===== config.mk =====
export PLATFORM = sky130hd
export DESIGN_NAME = reference_buffer_dependency_tracker_top
export DESIGN_NICKNAME = d
export VERILOG_FILES = /design/src/rtl/rbdt_pkg.sv /design/src/rtl/rbdt_ram.sv /design/src/rtl/rbdt_queue.sv /design/src/rtl/rbdt_engine.sv /design/src/rtl/reference_buffer_dependency_tracker_top.sv
export SDC_FILE = /design/constraint.sdc
export NUM_CORES = 2
export LEC_CHECK = 0
export BUFFER_PORTS_ARGS = -buffer_cell sky130_fd_sc_hd__buf_2
export CORE_ASPECT_RATIO = 2
export CORE_MARGIN = 5
export CORE_UTILIZATION = 55
export CTS_CLUSTER_SIZE = 25
export DETAILED_ROUTE_END_ITERATION = 12
export HOLD_SLACK_MARGIN = 0.03
export PLACE_DENSITY_LB_ADDON = 0.25
export SYNTH_ARGS = -nofsm -noshare
export SYNTH_HDL_FRONTEND = slang
export SYNTH_SLANG_ARGS = --single-unit

===== constraint.sdc =====
create_clock -name clock -period 17.1 [get_ports clock]
set_clock_uncertainty 0.15 [all_clocks]
set_input_delay 0.855 -clock clock [delete_from_list [all_inputs] [get_ports clock]]
set_output_delay 0.855 -clock clock [all_outputs]
set_load 0.005 [all_outputs]

===== src/rtl/rbdt_pkg.sv =====
// rbdt_pkg: shared types and constants of the reference buffer dependency tracker.
// No dependencies.
`default_nettype none
package rbdt_pkg;
   localparam int IdWidth   = 48;
   localparam int MaskWidth = 8;

   typedef struct packed {
      logic                 is_delta;
      logic [IdWidth-1:0]   pic_id;
      logic [MaskWidth-1:0] referenced_mask;
      logic [MaskWidth-1:0] updated_mask;
   } req_type;

   typedef struct packed {
      logic [IdWidth-1:0] dep_pic_id;
      logic               has_dep;
      logic               last;
   } rsp_type;
endpackage
`default_nettype wire


===== src/rtl/rbdt_ram.sv =====
// rbdt_ram: generic single-port-write, single-port-read RAM with registered read.
// No dependencies.
`default_nettype none
module rbdt_ram #(
   parameter int WIDTH = 48,
   parameter int DEPTH = 64
) (
   input  wire                      clock,
   input  wire                      wr_en,
   input  wire [$clog2(DEPTH)-1:0]  wr_addr,
   input  wire [WIDTH-1:0]          wr_data,
   input  wire [$clog2(DEPTH)-1:0]  rd_addr,
   output logic [WIDTH-1:0]         rd_data
);
   logic [WIDTH-1:0] mem [DEPTH];

   always_ff @(posedge clock) begin
      if (wr_en) mem[wr_addr] <= wr_data;
      rd_data <= mem[rd_addr];
   end
endmodule
`default_nettype wire


===== src/rtl/rbdt_queue.sv =====
// rbdt_queue: two-entry request queue between the front and the back end.
// Depends on rbdt_pkg.
`default_nettype none
module rbdt_queue (
   input  wire               clock,
   input  wire               reset,
   input  wire               in_valid,
   output logic              in_stall,
   input  rbdt_pkg::req_type in_data,
   output logic              out_valid,
   input  wire               out_take,
   output rbdt_pkg::req_type out_data
);
   rbdt_pkg::req_type ent_ff [2];
   logic [1:0] cnt_ff, cnt_in;
   logic       rd_ff, rd_in, wr_ff, wr_in;
   logic       push, pop;

   assign in_stall  = (cnt_ff == 2'd2);
   assign push      = in_valid && !in_stall;
   assign out_valid = (cnt_ff != 2'd0);
   assign pop       = out_valid && out_take;
   assign out_data  = ent_ff[rd_ff];

   always_comb begin
      cnt_in = cnt_ff + {1'b0, push} - {1'b0, pop};
      rd_in  = rd_ff ^ pop;
      wr_in  = wr_ff ^ push;
   end

   always_ff @(posedge clock) begin
      if (reset) begin
         cnt_ff <= '0;
         rd_ff  <= 1'b0;
         wr_ff  <= 1'b0;
      end else begin
         cnt_ff <= cnt_in;
         rd_ff  <= rd_in;
         wr_ff  <= wr_in;
      end
      if (push) ent_ff[wr_ff] <= in_data;
   end
endmodule
`default_nettype wire


===== src/rtl/rbdt_engine.sv =====
// rbdt_engine: back end; walks slots, builds the sorted direct set, prunes it,
// emits results and writes back the slots. Depends on rbdt_pkg and rbdt_ram.
`default_nettype none
module rbdt_engine #(
   parameter int NUM_BUFFERS = 8,
   parameter int ID_BITS     = 48
) (
   input  wire               clock,
   input  wire               reset,
   input  wire               job_valid,
   output logic              job_take,
   input  rbdt_pkg::req_type job,
   output logic              rsp_valid,
   input  wire               rsp_stall,
   output rbdt_pkg::rsp_type rsp_data
);
   localparam int NB  = NUM_BUFFERS;
   localparam int BW  = (NB > 1) ? $clog2(NB) : 1;
   localparam int CW  = $clog2(NB + 1);
   localparam int AW  = 2 * BW;
   localparam int MW  = rbdt_pkg::MaskWidth;
   localparam int OW  = rbdt_pkg::IdWidth;

   localparam logic [2:0] S_IDLE  = 3'd0;
   localparam logic [2:0] S_COL   = 3'd1;
   localparam logic [2:0] S_PRUNE = 3'd2;
   localparam logic [2:0] S_EMIT  = 3'd3;
   localparam logic [2:0] S_WB    = 3'd4;

   logic [2:0]         st_ff, st_in;
   rbdt_pkg::req_type  job_ff;
   logic [ID_BITS-1:0] fid_ff;
   logic [NB-1:0]      rmask, umask;

   logic [NB-1:0]      sv_ff;
   logic [ID_BITS-1:0] sfid_ff [NB];
   logic [CW-1:0]      scnt_ff [NB];

   logic [ID_BITS-1:0] dir_ff [NB];
   logic [NB-1:0]      rem_ff;
   logic [CW-1:0]      nd_ff;

   logic [BW-1:0]      bi_ff;     // slot index
   logic [CW-1:0]      j_ff;      // dep index within slot
   logic               rvld_ff;   // RAM read data valid
   logic               emitted_ff;
   logic [CW-1:0]      k_ff;      // emit index

   logic               ram_we;
   logic [AW-1:0]      ram_wa, ram_ra;
   logic [ID_BITS-1:0] ram_wd, ram_rd;

   // slot index in the upper bits, dep index in the lower bits
   rbdt_ram #(.WIDTH(ID_BITS), .DEPTH(1 << AW)) u_deps (
      .clock(clock), .wr_en(ram_we), .wr_addr(ram_wa), .wr_data(ram_wd),
      .rd_addr(ram_ra), .rd_data(ram_rd)
   );

   always_comb begin
      for (int i = 0; i < NB; i++) begin
         rmask[i] = (i < MW) ? job_ff.referenced_mask[i % MW] : 1'b0;
         umask[i] = (i < MW) ? job_ff.updated_mask[i % MW] : 1'b0;
      end
   end

   logic slot_rd;
   assign slot_rd = rmask[bi_ff] && sv_ff[bi_ff] && job_ff.is_delta;

   // sorted insert of the current slot's id
   logic [ID_BITS-1:0] cur_id;
   logic               dup;
   logic [NB-1:0]      lt;
   assign cur_id = sfid_ff[bi_ff];
   always_comb begin
      dup = 1'b0;
      for (int k = 0; k < NB; k++) begin
         lt[k] = (k < nd_ff) && (dir_ff[k] < cur_id);
         if ((k < nd_ff) && (dir_ff[k] == cur_id)) dup = 1'b1;
      end
   end

   logic [CW-1:0] cnt_lim;
   assign cnt_lim = scnt_ff[bi_ff];

   logic emit_ok;
   assign emit_ok = (k_ff < nd_ff) && !rem_ff[k_ff[BW-1:0]];
   logic [CW-1:0] k_next;
   logic          more;
   always_comb begin
      more = 1'b0;
      for (int k = 0; k < NB; k++)
         if ((k > k_ff) && (k < nd_ff) && !rem_ff[k]) more = 1'b1;
   end

   logic fire;
   assign fire = rsp_valid && !rsp_stall;
   assign k_next = k_ff + 1'b1;

   always_comb begin
      rsp_valid = (st_ff == S_EMIT) && (emit_ok || (k_ff >= nd_ff && !emitted_ff));
      rsp_data.dep_pic_id = emit_ok ? OW'(dir_ff[k_ff[BW-1:0]]) : '0;
      rsp_data.has_dep    = emit_ok;
      rsp_data.last       = !emit_ok || !more;
      job_take = (st_ff == S_IDLE);
   end

   always_comb begin
      ram_we = (st_ff == S_WB) && umask[bi_ff] && (j_ff < NB);
      ram_wa = AW'({bi_ff, j_ff[BW-1:0]});
      ram_wd = dir_ff[j_ff[BW-1:0]];
      ram_ra = AW'({bi_ff, j_ff[BW-1:0]});
      st_in  = st_ff;
   end

   always_ff @(posedge clock) begin
      if (reset) begin
         st_ff <= S_IDLE;
         sv_ff <= '0;
         for (int i = 0; i < NB; i++) scnt_ff[i] <= '0;
      end else begin
         case (st_ff)
            S_IDLE: if (job_valid) begin
               job_ff <= job;
               fid_ff <= ID_BITS'(job.pic_id);
               nd_ff  <= '0;
               rem_ff <= '0;
               bi_ff  <= '0;
               st_ff  <= S_COL;
            end
            S_COL: begin
               if (slot_rd && !dup && nd_ff < NB) begin
                  for (int k = NB - 1; k >= 0; k--) begin
                     if (k < nd_ff + 1) begin
                        if (k > 0 && lt[k-1 < 0 ? 0 : k-1] == 1'b0 && !lt[k] &&
                            (k == 0 || !lt[k-1 < 0 ? 0 : k-1]))
                           dir_ff[k] <= (k > 0 && (k - 1 < nd_ff) &&
                                         !lt[k-1 < 0 ? 0 : k-1]) ? dir_ff[k-1 < 0 ? 0 : k-1] : cur_id;
                        if (k == 0 && !lt[0]) dir_ff[0] <= cur_id;
                        if (k > 0 && lt[k-1 < 0 ? 0 : k-1] && !lt[k]) dir_ff[k] <= cur_id;
                     end
                  end
                  nd_ff <= nd_ff + 1'b1;
               end
               j_ff    <= '0;
               rvld_ff <= 1'b0;
               if (32'(bi_ff) == NB - 1) begin
                  bi_ff <= '0;
                  st_ff <= S_PRUNE;
               end else bi_ff <= bi_ff + 1'b1;
            end
            S_PRUNE: begin
               // RAM read issued at j, data valid next cycle
               rvld_ff <= slot_rd && (j_ff < cnt_lim) && (j_ff < NB);
               if (rvld_ff)
                  for (int k = 0; k < NB; k++)
                     if ((k < nd_ff) && dir_ff[k] == ram_rd) rem_ff[k] <= 1'b1;
               if (slot_rd && j_ff < cnt_lim && j_ff < NB) j_ff <= j_ff + 1'b1;
               else if (!rvld_ff) begin
                  j_ff <= '0;
                  if (32'(bi_ff) == NB - 1) begin
                     bi_ff <= '0;
                     k_ff  <= '0;
                     emitted_ff <= 1'b0;
                     st_ff <= S_EMIT;
                  end else bi_ff <= bi_ff + 1'b1;
               end
            end
            S_EMIT: begin
               if (!emit_ok && k_ff < nd_ff) k_ff <= k_next;
               else if (fire) begin
                  emitted_ff <= 1'b1;
                  if (rsp_data.last) begin
                     j_ff  <= '0;
                     bi_ff <= '0;
                     st_ff <= S_WB;
                  end else k_ff <= k_next;
               end
            end
            S_WB: begin
               if (umask[bi_ff] && j_ff < NB) j_ff <= j_ff + 1'b1;
               else begin
                  if (umask[bi_ff]) begin
                     sv_ff[bi_ff]   <= 1'b1;
                     sfid_ff[bi_ff] <= fid_ff;
                     scnt_ff[bi_ff] <= job_ff.is_delta ? nd_ff : '0;
                  end
                  j_ff <= '0;
                  if (32'(bi_ff) == NB - 1) st_ff <= S_IDLE;
                  else bi_ff <= bi_ff + 1'b1;
               end
            end
            default: st_ff <= st_in;
         endcase
      end
   end
endmodule
`default_nettype wire


===== src/rtl/reference_buffer_dependency_tracker_top.sv =====
// reference_buffer_dependency_tracker_top: top level; request queue and engine.
// Depends on rbdt_pkg, rbdt_queue, rbdt_engine.
//
// Usage: one req transfer per encoded frame (is_delta, pic_id, masks).
// Each frame produces 1..NUM_BUFFERS rsp transfers: ascending frame ids
// with has_dep set, or one empty transfer (has_dep 0); last marks the end.
// A two-entry queue lets req take frames while the engine works; each frame
// is registered in the queue before the engine picks it up. The engine
// handles one frame at a time and takes the next only after the last one is
// written back. Per frame it takes the frame, walks all slots to collect
// ids, walks the read slots to prune the ids found among their stored
// dependencies, emits the remaining ids or the empty result, and walks the
// updated slots to write back the dependency ids, frame id and count.
// Reset clears all slot valid bits and dependency counts at once; no sweep.
// While rsp_stall is high the current result holds and the engine waits.
`default_nettype none
module reference_buffer_dependency_tracker_top #(
   parameter int NUM_BUFFERS = 8,
   parameter int ID_BITS     = 48
) (
   input  wire               clock,
   input  wire               reset,
   input  wire               req_valid,
   output logic              req_stall,
   input  rbdt_pkg::req_type req_data,
   output logic              rsp_valid,
   input  wire               rsp_stall,
   output rbdt_pkg::rsp_type rsp_data
);
   logic              q_valid, q_take;
   rbdt_pkg::req_type q_data;

   rbdt_queue u_queue (
      .clock(clock), .reset(reset), .in_valid(req_valid), .in_stall(req_stall),
      .in_data(req_data), .out_valid(q_valid), .out_take(q_take), .out_data(q_data)
   );

   rbdt_engine #(.NUM_BUFFERS(NUM_BUFFERS), .ID_BITS(ID_BITS)) u_engine (
      .clock(clock), .reset(reset), .job_valid(q_valid), .job_take(q_take),
      .job(q_data), .rsp_valid(rsp_valid), .rsp_stall(rsp_stall), .rsp_data(rsp_data)
   );

   a_empty_is_last: assert property (@(posedge clock) disable iff (reset)
      rsp_valid && !rsp_data.has_dep |-> rsp_data.last)
      else $error("empty result without last");
   a_empty_zero_id: assert property (@(posedge clock) disable iff (reset)
      rsp_valid && !rsp_data.has_dep |-> rsp_data.dep_pic_id == '0)
      else $error("empty result with nonzero id");
   a_rsp_hold: assert property (@(posedge clock) disable iff (reset)
      rsp_valid && rsp_stall |=> rsp_valid && $stable(rsp_data))
      else $error("stalled result changed");
endmodule
`default_nettype wire

[Word level (Yosys, flattened, before mapping)]
Memory sizes are Yosys's and may differ from the RTL's. A register that Yosys moved wholly into a read port is not among the register bits.
Cells that the tools add are included.
Word-level totals
  bits in latches: 0
  register bits: 40
  memories kept: 5
  ROM bits: 0
  bits in writable memories: 4002
Memory list
  u_engine.u_deps.mem: depth 64, bits a word 48, read ports 1, clocked after Yosys merged registers in 1, wr ports 1, line rbdt_ram.sv:15  | logic [WIDTH-1:0] mem [DEPTH];
  u_engine.dir_ff: depth 8, bits a word 48, read ports 10, clocked after Yosys merged registers in 2, wr ports 8, line rbdt_engine.sv:39  | logic [ID_BITS-1:0] dir_ff [NB];
  u_engine.sfid_ff: depth 8, bits a word 48, read ports 1, clocked after Yosys merged registers in 1, wr ports 1, line rbdt_engine.sv:36  | logic [ID_BITS-1:0] sfid_ff [NB];
  u_queue.ent_ff: depth 2, bits a word 65, read ports 1, clocked after Yosys merged registers in 1, wr ports 1, line rbdt_queue.sv:14  | rbdt_pkg::req_type ent_ff [2];
  u_engine.scnt_ff: depth 8, bits a word 4, read ports 1, clocked after Yosys merged registers in 1, wr ports 8, line rbdt_engine.sv:37  | logic [CW-1:0] scnt_ff [NB];
Operators by class
  magnitude comparators: 39
  multipliers: 0
  muxes and demuxes: 205
  bitwise gates (word level): 19
  eq/ne operators: 46
  shifts and indexed selects: 0
  add/sub/neg operators: 7
  divide/modulo/power cells: 0
  reductions and logical operators: 133
Operators by type and width (count)
  == test 48 bit: 16
  two-way mux 48 bit: 15
  less-than comparator 48 bit: 8
  two-way mux 1 bit: 135
  less-than comparator 3 x 32 -> 1 bit, first input constant: 4
  logical AND 1 bit: 83
  two-way mux 3 bit: 24
  less-than comparator 1 x 32 -> 1 bit, first input constant: 2
  less-than comparator 2 x 32 -> 1 bit, first input constant: 2
  two-way mux 4 bit: 16
  AND reduction 5 bit: 8
  one-hot mux 3 bit (5 select lines): 2
  inequality test 2 x 1 -> 1 bit, second input constant: 14
  logical NOT 1 bit: 22
  > comparator 3 x 4 -> 1 bit, first input constant: 4
  less-than comparator 3 x 4 -> 1 bit, first input constant: 4
  two-way mux 8 bit: 2
  one-hot mux 4 bit (2 select lines): 2
  one-hot mux 4 bit (4 select lines): 1
  one-hot mux 8 bit (2 select lines): 1
  inequality test 2 bit, second input constant: 7
  AND reduction 7 bit: 2
  adder 4 x 1 -> 4 bit, second input constant: 3
  binary-select mux 1 bit (select 3 bit): 4
  other kinds (37): 68

[Depth between registers and ports, before layout]
An unclocked memory read counts as a cell.
  word-level depth: 19
  depth in mapped cells: 15

[Cells and area by module]
From an unflattened synthesis, not the netlist that was laid out.
Second synthesis, totals
  cells, all modules: 9304
  area, all modules: 176847.1 um^2
Modules (own cells, without submodules)
  rbdt_ram: cells an instance 5247, area an instance 118190.9 um^2, instances 1, seq. area each 93209.4 um^2
  rbdt_engine: cells an instance 3832, area an instance 53735.3 um^2, instances 1, seq. area each 27126.0 um^2
  rbdt_queue: cells an instance 225, area an instance 4921.0 um^2, instances 1, seq. area each 3983.8 um^2

[Worst setup path before layout]
Ideal clock, no wire load.
  path type: register -> register
  start point: register with a tool-made name
  end point: memory u_engine.dir_ff[0][0] (enable)
  setup slack: 9220 ps
  stages on the path, launching flop included: 13
  library setup time: 532 ps
  arrival time: 7198 ps
  clock period less this slack: 7880 ps
  cells stage by stage: dfxtp_1 -> clkbuf_1 -> clkbuf_1 -> clkbuf_1 -> mux4_2 -> mux2i_1 -> ha_1 -> nand4_1 -> or3_1 -> nor4_2 -> buf_2 -> a211oi_1 -> a221oi_1
RTL lines (line)
  end, declared: rbdt_engine.sv:39

==> impl_results.md <==
* Outcome: finished with violations
* Failing checks: capacitance limit, slew limit
* Sequential share of the synthesized area at 72.3%
* MaxCap Viol Count at 3
* Post-synth EDFFs at 4092
* Most common cell in the synthesized netlist: edfxtp_1
* Iteration-0 DRC Markers at 16200
* Final Non-Filler Cells at 14800
* Syn. warnings at 0
* Min Tclk post-route at 8.16 ns
* Worst slew pin tran at 1.60 ns
* Setup CP Type: register to register
* Period Utilization, post-route at 47.7%
* Min Hold Slack at 0.158 ns
* Final wirelength at 696 mm
* Core area at 312000 um^2
* CP Launch Type: register
* Peak Freq at 122 MHz
* Placed cells at 14000
* Slew HR at -6.97%
* Slew Viols, Final at 11
* Vias in the first global route at 106000
* Crit-path max FO at 37
* Final setup margin at 8.94 ns
* First-pass DRT Iterations at 8
* Number of synthesized register bits at 4164
* Mapped Cells at 10100
* Ports at 121
* Global-route wire length before repair at 926 mm
* Power per cell area at 163 nW/um^2
* Fin. Hold Viols at 0
* Worst Hold Class: input port to register
* Initial antenna violation count at 46
* Pre-CTS setup slack at 8.88 ns
* Final GP Congestion at 1.07
* CTS Root Cell: clkbuf_16
* DR vias/cell at 7.42
* Clock slew at reported path FFs at 0.07 ns
* Layout overhead on the synthesized area at 11.8%
* CP Capture Type: register
* FP Rows at 290
* Num CTS Buffers at 356
* Antenna-violating nets left at 0
* Placed instance area at 179000 um^2
* PortBufs at 120
* Sum Neg Setup Slack at 0 ns
* Main synth FF type: edfxtp_1
* Wire length per cell at 47.0 um
* TritonCTS clock tree: yes
* Leakage Power at 0.0607 uW
* Die width at 405 um
* Post-synth top area share at 71.5%
* Largest net degree at the start of global routing at 146
* Final instance area at 192000 um^2
* Initial core utilization at 55.2%
* HPWL after DPL at 449 mm
* Post-Syn Area at 172000 um^2
* H-tree depth at 5
* Clock tree buffer depth at 4
* Most frequent cells after synthesis: edfxtp_1 (4092), a22oi_1 (1224), clkbuf_1 (439), ha_1 (356), nor2_1 (355)
* # setup viols final at 0
* DR vias at 110000
* Fillers at 21900
* Leading area contributor after synthesis: edfxtp_1
* Total grt overflow at 0
* Mapped Nets at 10500
* Yosys cell types at 87
* Async set-reset flop share out of synthesis at 0%
* Hold_sp: reset
* Worst EP required at 17.70 ns
* Ratio of cells with drive above 1 in the final layout at 17.8%
* Die area at 325000 um^2
* Drc violations at 0
* # clock sinks at 4164
* Avg Cell Area, Syn at 17.0 um^2
* Top post-synthesis cells by area: edfxtp_1 (71%), a22oi_1 (5.3%), mux4_2 (3.9%)
* Total Nets Final at 10800
* Die Height at 801 um
* Gr usage total at 42.5%
* Peak supply drop at 166 uV
* WP data arrival at 8.76 ns
* Setup repair after global routing missed its margin: false
* Insertion delay to the later sink of the worst-skew pair at 0.96 ns
[per-stage QoR]
stage               total power (uW)  util (%)
floorplan                      18200         -
global placement               22400      57.5
detailed placement             22600      57.5
CTS                            30800      61.5
global route                   31900      61.6
finish                         31200      61.7
[path summary, 6_finish.rpt]
check / to / slack [ns] / cells after the start
setup / recovery: u_engine.dir_ff[1][15]$_DFFE_PP_ / 8.94 / 13
setup reg to reg: u_engine.dir_ff[1][15]$_DFFE_PP_ / 8.94 / 13
hold / removal: u_queue.wr_ff$_SDFF_PP0_ / 0.16 / 2
hold reg to reg: u_engine.sv_ff[0]$_SDFFE_PP0P_ / 0.31 / 1
[layer usage]
metal / routed length, um / vias up / GRT usage (%)
li1: - / 42600 / -
met1: 207000 / 55800 / 44.4
met2: 336000 / 8579 / 68.5
met3: 65200 / 2731 / 10.2
met4: 88400 / 22 / 43.0
met5: 155 / - / 0
[where the power goes]
part | switching, uW | leakage [uW] | internal, uW | total [uW]
Combinational | 6880 | 0.0175 | 2920 | 9810
Sequential | 461 | 0.0375 | 12600 | 13100
Clock | 3750 | 0.00577 | 4580 | 8340
[cells by family (layout without fill, tap and decap cells)]
| family | Yosys count | count (layout) | synth area share [%] |
|---|---|---|---|
| adders and majority gates | 357 | 357 | 2.60 |
| xor gates and xnor gates | 385 | 385 | 1.96 |
| buffers and inverters | 771 | 1345 | 1.83 |
| other | 0 | 39 | 0 |
| AOI/OAI and AO/OA | 2482 | 2482 | 10.8 |
| and+or+nand+nor | 1172 | 1172 | 3.51 |
| DFF | 4164 | 4164 | 72.3 |
| muxes | 767 | 767 | 6.97 |
[area by class of cell]
| type | instances | area [um^2] | area share, % |
|---|---|---|---|
| Timing Repair Buffer | 587 | 4590 | 2.39 |
| Antenna cell | 39 | 97.6 | 0.0508 |
| Clock buffer | 433 | 9510 | 4.95 |
| Inverter | 106 | 400 | 0.208 |
| Clock inverter | 219 | 2270 | 1.18 |
| Tap cell | 4088 | 5110 | 2.66 |
| Sequential cell | 4164 | 124000 | 64.7 |
| Multi-Input combinational cell | 5163 | 45800 | 23.9 |
[sequential cells by signal (all words and copies together) (netlist names), 8 cells and up, named ones only]
| register | flops |
|---|---|
| u_engine.scnt_ff | 32 |
| u_engine.sv_ff | 8 |
| u_engine.fid_ff | 48 |
| u_engine.rmask | 8 |
| u_engine.sfid_ff | 384 |
| u_engine.umask | 8 |
| u_engine.u_deps.rd_data | 48 |
| u_engine.rem_ff | 8 |
| u_engine.u_deps.mem | 3072 |
| u_engine.dir_ff | 384 |
| u_queue.ent_ff | 130 |
[worst max-delay path: stages, from the launching register on]
cell and delay (ns):
dfxtp_4 0.74, buf_4 0.69, mux4_2 0.61, mux2i_2 0.80
ha_1 0.30, nand4_1 0.09, nor2_1 0.43, buf_4 0.23
nand3_1 0.46, nor4_4 1.26, buf_4 0.49, buf_4 0.64
a211oi_1 0.45, a211oi_1 0.35
[cell usage in the layout, fill, tap and decap left out, drive strengths merged, types with 72 or more instances in the layout]
cell type / count
nand3: 128
mux2i: 105
mux4: 299
xnor2: 213
nand4: 314
nand2: 104
nor3: 79
a22o: 162
edfxtp: 4092
a22oi: 1224
a211oi: 110
dfxtp: 72
nor4: 91
a31oi: 161
xor2: 172
buf: 519
a21o: 74
a41oi: 91
inv: 122
a21oi: 230
clkbuf: 436
ha: 356
nor2: 355
mux2: 363
clkinv: 149
a221oi: 176
[repair_timing]
item	in CTS	in global routing
endpoints found under the hold margin	130	0
gates resized for setup	0	0
hold buffers	65	0
buffers inserted	0	0
(Power assumes the default switching activity.)
